--- config.mk ---
export PLATFORM = sky130hd
export DESIGN_NAME = gpio_port_serial_rtc_top
export DESIGN_NICKNAME = d
export VERILOG_FILES = /design/src/hw/rtl/gpsr_pkg.sv /design/src/hw/rtl/gpsr_rtc.sv /design/src/hw/rtl/gpio_port_serial_rtc_top.sv
export VERILOG_INCLUDE_DIRS = /design/src /design/src/hw/rtl
export SDC_FILE = /design/constraint.sdc
export NUM_CORES = 1
export LEC_CHECK = 0
export ABC_AREA = 1
export BUFFER_PORTS_ARGS = -buffer_cell sky130_fd_sc_hd__buf_2
export CELL_PAD_IN_SITES_DETAIL_PLACEMENT = 1
export CELL_PAD_IN_SITES_GLOBAL_PLACEMENT = 1
export CORE_MARGIN = 2
export CORE_UTILIZATION = 47
export DETAILED_ROUTE_END_ITERATION = 12
export HOLD_SLACK_MARGIN = 0.15
export PLACE_DENSITY = 0.86
export REMOVE_ABC_BUFFERS = 1
export SYNTH_ARGS = -nofsm -noshare
export SYNTH_HDL_FRONTEND = slang
export SYNTH_SLANG_ARGS = --single-unit
--- constraint.sdc ---
create_clock -name aclk -period 16.68 [get_ports aclk]
set_input_delay 0 -clock aclk [delete_from_list [all_inputs] [get_ports aclk]]
set_output_delay 0 -clock aclk [all_outputs]
set_load 0.05 [all_outputs]
--- src/hw/rtl/gpio_port_serial_rtc_top_macros.svh ---
// Assertion macros shared by the GPIO port / serial RTC RTL.
// Define NO_ASSERTIONS to compile them out. Needs aclk and aresetn in scope.
`ifndef GPIO_PORT_SERIAL_RTC_TOP_MACROS_SVH
`define GPIO_PORT_SERIAL_RTC_TOP_MACROS_SVH
`ifndef NO_ASSERTIONS
`define GPSR_ASSERT_IMP(lbl, ante, cons) \
    lbl: assert property (@(posedge aclk) disable iff (!aresetn) (ante) |-> (cons)) \
        else $error("gpsr check failed");
`define GPSR_ASSERT_NXT(lbl, ante, cons) \
    lbl: assert property (@(posedge aclk) disable iff (!aresetn) (ante) |=> (cons)) \
        else $error("gpsr check failed");
`else
`define GPSR_ASSERT_IMP(lbl, ante, cons)
`define GPSR_ASSERT_NXT(lbl, ante, cons)
`endif
`endif

--- src/hw/rtl/gpsr_pkg.sv ---
// Types, codes and helper functions for the GPIO port / serial RTC block.
// No dependencies.
package gpsr_pkg;

    localparam int PinCount  = 4;
    localparam int TimeBytes = 7;
    localparam int BcdWidth  = 8 * TimeBytes;

    localparam logic [1:0] KIND_DATA = 2'd0;
    localparam logic [1:0] KIND_DIR  = 2'd1;
    localparam logic [1:0] KIND_CTRL = 2'd2;
    localparam logic [1:0] KIND_NONE = 2'd3;

    localparam logic [2:0] CMD_RESET    = 3'd0;
    localparam logic [2:0] CMD_DATETIME = 3'd2;
    localparam logic [2:0] CMD_CONTROL  = 3'd4;
    localparam logic [2:0] CMD_TIME     = 3'd6;

    localparam logic [3:0] CMD_MAGIC     = 4'h6;
    localparam logic [7:0] CONTROL_RESET = 8'h40;
    localparam logic [7:0] IDLE_BYTE     = 8'hFF;

    localparam logic [0:0] REG_BUG_COMPAT  = 1'b0;
    localparam logic [0:0] REG_RTC_PRESENT = 1'b1;

    typedef struct packed {
        logic [1:0]          kind;
        logic [3:0]          value;
        logic [BcdWidth-1:0] clock_bcd;
    } in_item_t;

    typedef struct packed {
        logic [3:0] visible_data;
        logic [3:0] visible_direction;
        logic       visible_control;
        logic [3:0] pins_now;
    } out_item_t;

    function automatic logic [2:0] data_len(input logic [2:0] code);
        logic [2:0] len;
        case (code)
            CMD_DATETIME: len = 3'd7;
            CMD_CONTROL:  len = 3'd1;
            CMD_TIME:     len = 3'd3;
            default:      len = 3'd0;
        endcase
        return len;
    endfunction

    // BCD-ish hour byte -> (tens*10 + ones) mod 12, back to BCD.
    // floor(x/12) as (x*683)>>13, exact for x <= 165.
    function automatic logic [7:0] hour12(input logic [7:0] h);
        logic [7:0]  bin;
        logic [17:0] prod;
        logic [3:0]  q;
        logic [7:0]  r;
        logic [3:0]  ones;
        bin  = 8'(h[7:4]) * 8'd10 + 8'(h[3:0]);
        prod = 18'(bin) * 18'd683;
        q    = prod[16:13];
        r    = bin - 8'(q * 8'd12);
        ones = (r >= 8'd10) ? 4'(r - 8'd10) : r[3:0];
        return {3'b000, (r >= 8'd10), ones};
    endfunction

endpackage

--- src/hw/rtl/gpsr_rtc.sv ---
// Three-wire serial RTC behind the port pins: command shifter, control and time bytes.
// Depends on gpsr_pkg and gpio_port_serial_rtc_top_macros.svh.
`include "gpio_port_serial_rtc_top_macros.svh"
module gpsr_rtc
    import gpsr_pkg::*;
(
    input  logic                aclk,
    input  logic                aresetn,
    input  logic                step_en,
    input  logic [3:0]          pins_in,
    input  logic [3:0]          dir_mask,
    input  logic [BcdWidth-1:0] clock_bcd,
    output logic [3:0]          pins_out
);

    localparam int HourIdx = 4;

    logic [7:0] shift_reg, shift_next;
    logic [2:0] bitcnt_reg, bitcnt_next;
    logic [2:0] bytes_left_reg, bytes_left_next;
    logic       active_reg, active_next;
    logic [7:0] cmd_reg, cmd_next;
    logic       sck_prev_reg, sck_prev_next;
    logic       sio_drive_reg, sio_drive_next;
    logic [7:0] control_reg, control_next;
    logic [7:0] time_reg [TimeBytes];
    logic       latch_go;

    logic [3:0] p1, p2;
    logic [7:0] sh;
    logic       rising;
    logic       sio;
    logic [2:0] tidx;
    logic [7:0] out_byte;
    logic [2:0] bl_step;
    logic       cs_low;

    function automatic logic [3:0] drive(input logic [3:0] p, input logic [3:0] dm,
                                         input logic [3:0] level);
        return (p & dm) | (level & ~dm);
    endfunction

    assign tidx    = 3'd7 - bytes_left_reg;
    assign bl_step = (bytes_left_reg <= 3'd1) ? data_len(cmd_reg[6:4])
                                              : bytes_left_reg - 3'd1;

    always_comb begin
        out_byte = IDLE_BYTE;
        if (cmd_reg[6:4] == CMD_CONTROL) begin
            out_byte = control_reg;
        end else if (cmd_reg[6:4] == CMD_DATETIME || cmd_reg[6:4] == CMD_TIME) begin
            if (bytes_left_reg != 3'd0) begin
                out_byte = time_reg[tidx];
            end
        end
    end

    always_comb begin
        shift_next      = shift_reg;
        bitcnt_next     = bitcnt_reg;
        bytes_left_next = bytes_left_reg;
        active_next     = active_reg;
        cmd_next        = cmd_reg;
        sck_prev_next   = sck_prev_reg;
        sio_drive_next  = sio_drive_reg;
        control_next    = control_reg;
        latch_go        = 1'b0;
        sh              = shift_reg;
        sio             = sio_drive_reg;
        p2              = 4'd0;

        p1       = drive(pins_in, dir_mask, pins_in & 4'b0010);
        pins_out = p1;
        cs_low   = !p1[2];
        rising   = !sck_prev_reg && p1[0];

        if (cs_low) begin
            bitcnt_next     = 3'd0;
            bytes_left_next = 3'd0;
            active_next     = 1'b0;
            cmd_next        = 8'd0;
            sck_prev_next   = 1'b1;
            sio_drive_next  = 1'b1;
            pins_out        = drive(p1, dir_mask, 4'b0010);
        end else begin
            if (!cmd_reg[7] || !active_reg) begin
                p2 = drive(p1, dir_mask, 4'b0010);
                if (!p2[0]) begin
                    sh[bitcnt_reg] = p2[1];
                end
                if (active_reg && rising && (sh[bitcnt_reg] ^ p2[1])) begin
                    sh[bitcnt_reg] = 1'b0;
                end
                shift_next = sh;
                if (rising) begin
                    bitcnt_next = bitcnt_reg + 3'd1;
                    if (bitcnt_reg == 3'd7) begin
                        if (!active_reg) begin
                            if (sh[3:0] == CMD_MAGIC) begin
                                cmd_next        = sh;
                                bytes_left_next = data_len(sh[6:4]);
                                active_next     = 1'b1;
                                if (sh[6:4] == CMD_RESET) begin
                                    control_next = 8'd0;
                                end else if (sh[6:4] == CMD_DATETIME ||
                                             sh[6:4] == CMD_TIME) begin
                                    latch_go = 1'b1;
                                end
                            end
                        end else begin
                            if (cmd_reg[6:4] == CMD_CONTROL) begin
                                control_next = sh;
                            end
                            bytes_left_next = bl_step;
                        end
                        shift_next = 8'd0;
                    end
                end
                pins_out = p2;
            end else begin
                if (sck_prev_reg && !p1[0]) begin
                    sio         = out_byte[bitcnt_reg];
                    bitcnt_next = bitcnt_reg + 3'd1;
                    if (bitcnt_reg == 3'd7) begin
                        bytes_left_next = bl_step;
                    end
                end
                sio_drive_next = sio;
                pins_out       = drive(p1, dir_mask, {2'b00, sio, 1'b0});
            end
            sck_prev_next = pins_out[0];
        end
    end

    always_ff @(posedge aclk) begin
        if (!aresetn) begin
            shift_reg      <= 8'd0;
            bitcnt_reg     <= 3'd0;
            bytes_left_reg <= 3'd0;
            active_reg     <= 1'b0;
            cmd_reg        <= 8'd0;
            sck_prev_reg   <= 1'b1;
            sio_drive_reg  <= 1'b1;
            control_reg    <= CONTROL_RESET;
        end else if (step_en) begin
            shift_reg      <= shift_next;
            bitcnt_reg     <= bitcnt_next;
            bytes_left_reg <= bytes_left_next;
            active_reg     <= active_next;
            cmd_reg        <= cmd_next;
            sck_prev_reg   <= sck_prev_next;
            sio_drive_reg  <= sio_drive_next;
            control_reg    <= control_next;
        end
    end

    // year in entry 0, seconds in entry 6; hour in entry 4
    always_ff @(posedge aclk) begin
        if (!aresetn) begin
            for (int i = 0; i < TimeBytes; i++) begin
                time_reg[i] <= 8'd0;
            end
        end else if (step_en && latch_go) begin
            for (int i = 0; i < TimeBytes; i++) begin
                if (i == HourIdx && !control_reg[6]) begin
                    time_reg[i] <= hour12(clock_bcd[8*(TimeBytes-1-i) +: 8]);
                end else begin
                    time_reg[i] <= clock_bcd[8*(TimeBytes-1-i) +: 8];
                end
            end
        end
    end

    `GPSR_ASSERT_IMP(a_idle_no_cmd, !active_reg, cmd_reg == 8'd0)
    `GPSR_ASSERT_IMP(a_cmd_magic, active_reg, cmd_reg[3:0] == CMD_MAGIC)
    `GPSR_ASSERT_NXT(a_cs_abort, step_en && cs_low, bitcnt_reg == 3'd0 && !active_reg)

endmodule

--- src/hw/rtl/gpio_port_serial_rtc_top.sv ---
// An accepted item is held in the input register and its result is registered in the
// output register, from which it can be taken. Throughput: one item per cycle unless
// m_ready stalls the output; the port state update and RTC step are one register pass.
// Reset (aresetn, synchronous, active low): pins, direction, read enable cleared,
// RTC idle with control 0x40, bug_compat 0, rtc_present 1. No clearing pass.
// Depends on gpsr_pkg, gpsr_rtc and gpio_port_serial_rtc_top_macros.svh.
`include "gpio_port_serial_rtc_top_macros.svh"
module gpio_port_serial_rtc_top
    import gpsr_pkg::*;
(
    input  logic        aclk,
    input  logic        aresetn,

    input  logic        s_valid,
    output logic        s_ready,
    input  in_item_t    s_item,

    output logic        m_valid,
    input  logic        m_ready,
    output out_item_t   m_item,

    input  logic        psel,
    input  logic        penable,
    input  logic        pwrite,
    input  logic [2:0]  paddr,
    input  logic [31:0] pwdata,
    output logic [31:0] prdata,
    output logic        pready
);

    logic      in_vld_reg, in_vld_next;
    in_item_t  in_reg;
    logic      out_vld_reg, out_vld_next;
    out_item_t out_reg;

    logic       bug_compat_reg, rtc_present_reg;
    logic [3:0] latch_reg, latch_next;
    logic [3:0] pins_reg, pins_next;
    logic [3:0] dir_reg, dir_next;
    logic       rden_reg, rden_next;

    logic       advance, go, step, cfg_wr;
    logic [3:0] pins_gpio, rtc_pins;

    assign advance = !out_vld_reg || m_ready;
    assign go      = in_vld_reg && advance;
    assign s_ready = !in_vld_reg || advance;
    assign m_valid = out_vld_reg;
    assign m_item  = out_reg;
    assign pready  = 1'b1;
    assign cfg_wr  = psel && penable && pwrite;

    always_comb begin
        prdata = 32'd0;
        case (paddr[2])
            REG_BUG_COMPAT:  prdata = {31'd0, bug_compat_reg};
            REG_RTC_PRESENT: prdata = {31'd0, rtc_present_reg};
            default:         prdata = 32'd0;
        endcase
    end

    always_comb begin
        latch_next = latch_reg;
        dir_next   = dir_reg;
        rden_next  = rden_reg;
        pins_gpio  = pins_reg;
        step       = 1'b0;
        case (in_reg.kind)
            KIND_DATA: begin
                latch_next = in_reg.value;
                pins_gpio  = bug_compat_reg ? in_reg.value
                                            : (pins_reg & ~dir_reg) | (in_reg.value & dir_reg);
                step       = rtc_present_reg;
            end
            KIND_DIR: begin
                dir_next = in_reg.value;
                if (!bug_compat_reg) begin
                    pins_gpio = (pins_reg & ~in_reg.value) | (latch_reg & in_reg.value);
                    step      = rtc_present_reg;
                end
            end
            KIND_CTRL: begin
                rden_next = in_reg.value[0];
            end
            default: begin
            end
        endcase
        pins_next = step ? rtc_pins : pins_gpio;
    end

    gpsr_rtc u_rtc (
        .aclk      (aclk),
        .aresetn   (aresetn),
        .step_en   (go && step),
        .pins_in   (pins_gpio),
        .dir_mask  (dir_next),
        .clock_bcd (in_reg.clock_bcd),
        .pins_out  (rtc_pins)
    );

    always_comb begin
        in_vld_next  = s_ready ? s_valid : in_vld_reg;
        out_vld_next = go ? 1'b1 : (out_vld_reg && !m_ready);
    end

    always_ff @(posedge aclk) begin
        if (!aresetn) begin
            in_vld_reg      <= 1'b0;
            out_vld_reg     <= 1'b0;
            bug_compat_reg  <= 1'b0;
            rtc_present_reg <= 1'b1;
            latch_reg       <= 4'd0;
            pins_reg        <= 4'd0;
            dir_reg         <= 4'd0;
            rden_reg        <= 1'b0;
        end else begin
            in_vld_reg  <= in_vld_next;
            out_vld_reg <= out_vld_next;
            if (cfg_wr) begin
                case (paddr[2])
                    REG_BUG_COMPAT:  bug_compat_reg  <= pwdata[0];
                    REG_RTC_PRESENT: rtc_present_reg <= pwdata[0];
                    default: begin
                    end
                endcase
            end
            if (go) begin
                latch_reg <= latch_next;
                pins_reg  <= pins_next;
                dir_reg   <= dir_next;
                rden_reg  <= rden_next;
            end
        end
    end

    always_ff @(posedge aclk) begin
        if (s_valid && s_ready) begin
            in_reg <= s_item;
        end
        if (go) begin
            out_reg.visible_data      <= rden_next ? pins_next : 4'd0;
            out_reg.visible_direction <= rden_next ? dir_next : 4'd0;
            out_reg.visible_control   <= rden_next;
            out_reg.pins_now          <= pins_next;
        end
    end

    `GPSR_ASSERT_IMP(a_hidden_zero,
        out_vld_reg && !out_reg.visible_control,
        out_reg.visible_data == 4'd0 && out_reg.visible_direction == 4'd0)
    `GPSR_ASSERT_IMP(a_visible_pins,
        out_vld_reg && out_reg.visible_control,
        out_reg.visible_data == out_reg.pins_now)
    `GPSR_ASSERT_NXT(a_pipe_moves, in_vld_reg && !out_vld_reg, out_vld_reg)

endmodule
==> metrics <==
CP peak stage delay 0.75 ns; final setup violation count 0; Via density 5.58; H-tree depth 4; die width 150 um; TNS Setup 0 ns; total chip power 2.46 mW; Max Slew Vio Count 0; vias 8564; commonest cells after routing, fill and taps aside nand2_1 (177), inv_1 (175), edfxtp_1 (131); DP Wirelength 18000 um; Detailed Route Iter0 Violations 677; first-pass GRT wire length 50800 um; Skew-Pair Late Insertion Delay 0.47 ns; Synth Register Bits 177; peak supply drop 232 uV; Synth Warn # 0; leak pwr 5.25 nW; DR WL met2 16700 um; min cycle time layout 9.02 ns; Distinct cells, synth 49; diode count 0; WS Path Type reg2reg; final WL 32000 um; core area 20900 sq um; die height 150 um; Main synth FF type edfxtp_1; initial antenna violation count 0; sequential fraction of the synthesis area 48.7%; Final Hold Vio Count 0; Row Count 53; GRT Resource Usage Total 29.8%; Max FO, Critical Path 6; CTS tree done; Avg Cell Area, Syn 9.11 sq um; Clock transition at path regs 0.09 ns; PortBufs 86; max layer used met4; clk root buf clkbuf_16; Post-CTS Resized 0; max-cap violations 0; gr ovfl total 0; most frequent CP cell inv_1; Crit path arrival time 9.21 ns; max_slew headroom 29.8%; slowest cell on the critical path xor2_1; Worst-Margin Slew 1.05 ns; Clock Sinks 177; Min-Delay Path Class in2reg; via count of the first global-routing pass 9240; post-route cell area 11900 sq um; Async S/R FF share, synth 0%; status completed; Synth Cell Area 9970 sq um; total CTS buffers 17; delay-heaviest family, CP adder cells; Max Root-Sink Buffers 2; Area growth syn-to-layout 19.1%; Fmax 111 MHz; fill cell count 2399; Critical path buffers and inverters 7; DRC errors left 0; Worst EP required 16.87 ns; Nets 1429; drt wl/cell 20.8 um; DP Area 10500 sq um; 1st-pass router iterations 5; worst clock skew 0.0277 ns; RD Place Congestion 0.865; Largest register FFs 62; I/O pin count 152; commonest non-fill, non-tap cell in the layout nand2_1; die area 22400 sq um; PnR worst setup slack 7.66 ns; type of origin of the critical path flip-flop; synthesized instance count 1095; share of cells above drive strength 1 12.2%; Starting Density 47.7%; largest net degree at the start of global routing 57; met1 wire length 12300 um; post-CTS setup buffers 0; Place WS 8.40 ns; remaining antenna violation count after routing 0; Critical Path Sink Type flip-flop; EDFF count, synth 131; RSZ-0062 raised after global routing false; routed wl met3 1660 um; Final period util 54.1%; power density over the cells 207 nW/um^2
## worst register-to-register path, delay by kind of cell, from the launching register on
kind / cells / cell delay, ns
xor gates and xnor gates: 4 / 1.50
DFF: 1 / 0.48
and+or+nand+nor: 9 / 1.22
AOI/OAI and AO/OA: 7 / 1.50
adders and majority gates: 10 / 3.55
buffers and inverters: 7 / 0.50
## power breakdown
part	switching, mW	internal [mW]	total (mW)
logic	0.962	0.542	1.50
registers	0.0137	0.493	0.507
clock network	0.233	0.214	0.447
total	1.21	1.25	2.46
## kinds of logic after synthesis
group	share of synthesized area, %
mux	0.100
simple gates	17.6
other cells	0.0753
compound gates	10.3
flops	48.7
xor+xnor	1.41
buf+inv	10.6
fa+ha+maj	11.3
## layout make-up
cell class / instances / area [sq um] / share of cell area [%]
timing repair buffer: 160 / 1160 / 9.78
clock inverter: 15 / 223 / 1.88
sequential: 177 / 4850 / 40.9
clock buffer: 17 / 425 / 3.58
inverter: 182 / 683 / 5.75
tap: 275 / 344 / 2.90
multi-input combinational: 708 / 4180 / 35.2
## synth_stat cells (20+ instances only)
master    count  area (sq um)
nand3_1      56           280
a21oi_1      64           320
nand2_1     177           664
inv_1       176           661
buf_4        32           240
nor2_1      116           435
nand4_1      21           131
o21ai_0      70           350
edfxtp_1    131          3930
clkbuf_1     20          75.1
dfxtp_1      46           921
ha_1         61           763
## per-stage QoR
stage               instances  util (%)  hold WS, ns
floorplan                1067         -       0.0691
global placement         1432      50.4        0.177
detailed placement       1432      50.4        0.179
CTS                      1534      56.8        0.243
global route             1534      56.8        0.253
finish                   1534      56.8        0.247
## final timing paths
| check | startpoint | end | slack, ns | cells past startpoint |
|---|---|---|---|---|
| setup / recovery | in_reg[23]$_DFFE_PP_ | u_rtc.time_reg[4][4]$_SDFFCE_PN0P_ | 7.66 | 37 |
| hold / removal | s_item[34] | in_reg[34]$_DFFE_PP_ | 0.25 | 2 |
| setup reg to reg | in_reg[23]$_DFFE_PP_ | u_rtc.time_reg[4][4]$_SDFFCE_PN0P_ | 7.66 | 37 |
| hold reg to reg | latch_reg[3]$_SDFFE_PN0P_ | latch_reg[3]$_SDFFE_PN0P_ | 0.47 | 2 |
## what timing repair did
action                     CTS  global route
hold buffers                70             0
setup endpoints to repair    0             0
hold endpoints to repair    73             0
## layer usage
| layer | up-vias | global-route usage [%] |
|---|---|---|
| met5 | - | 0 |
| met4 | 0 | 12.2 |
| met3 | 97 | 4.88 |
| met2 | 372 | 54.9 |
| met1 | 4217 | 34.3 |
| li1 | 3878 | - |
Note: power is estimated with default switching activity, not from simulation.
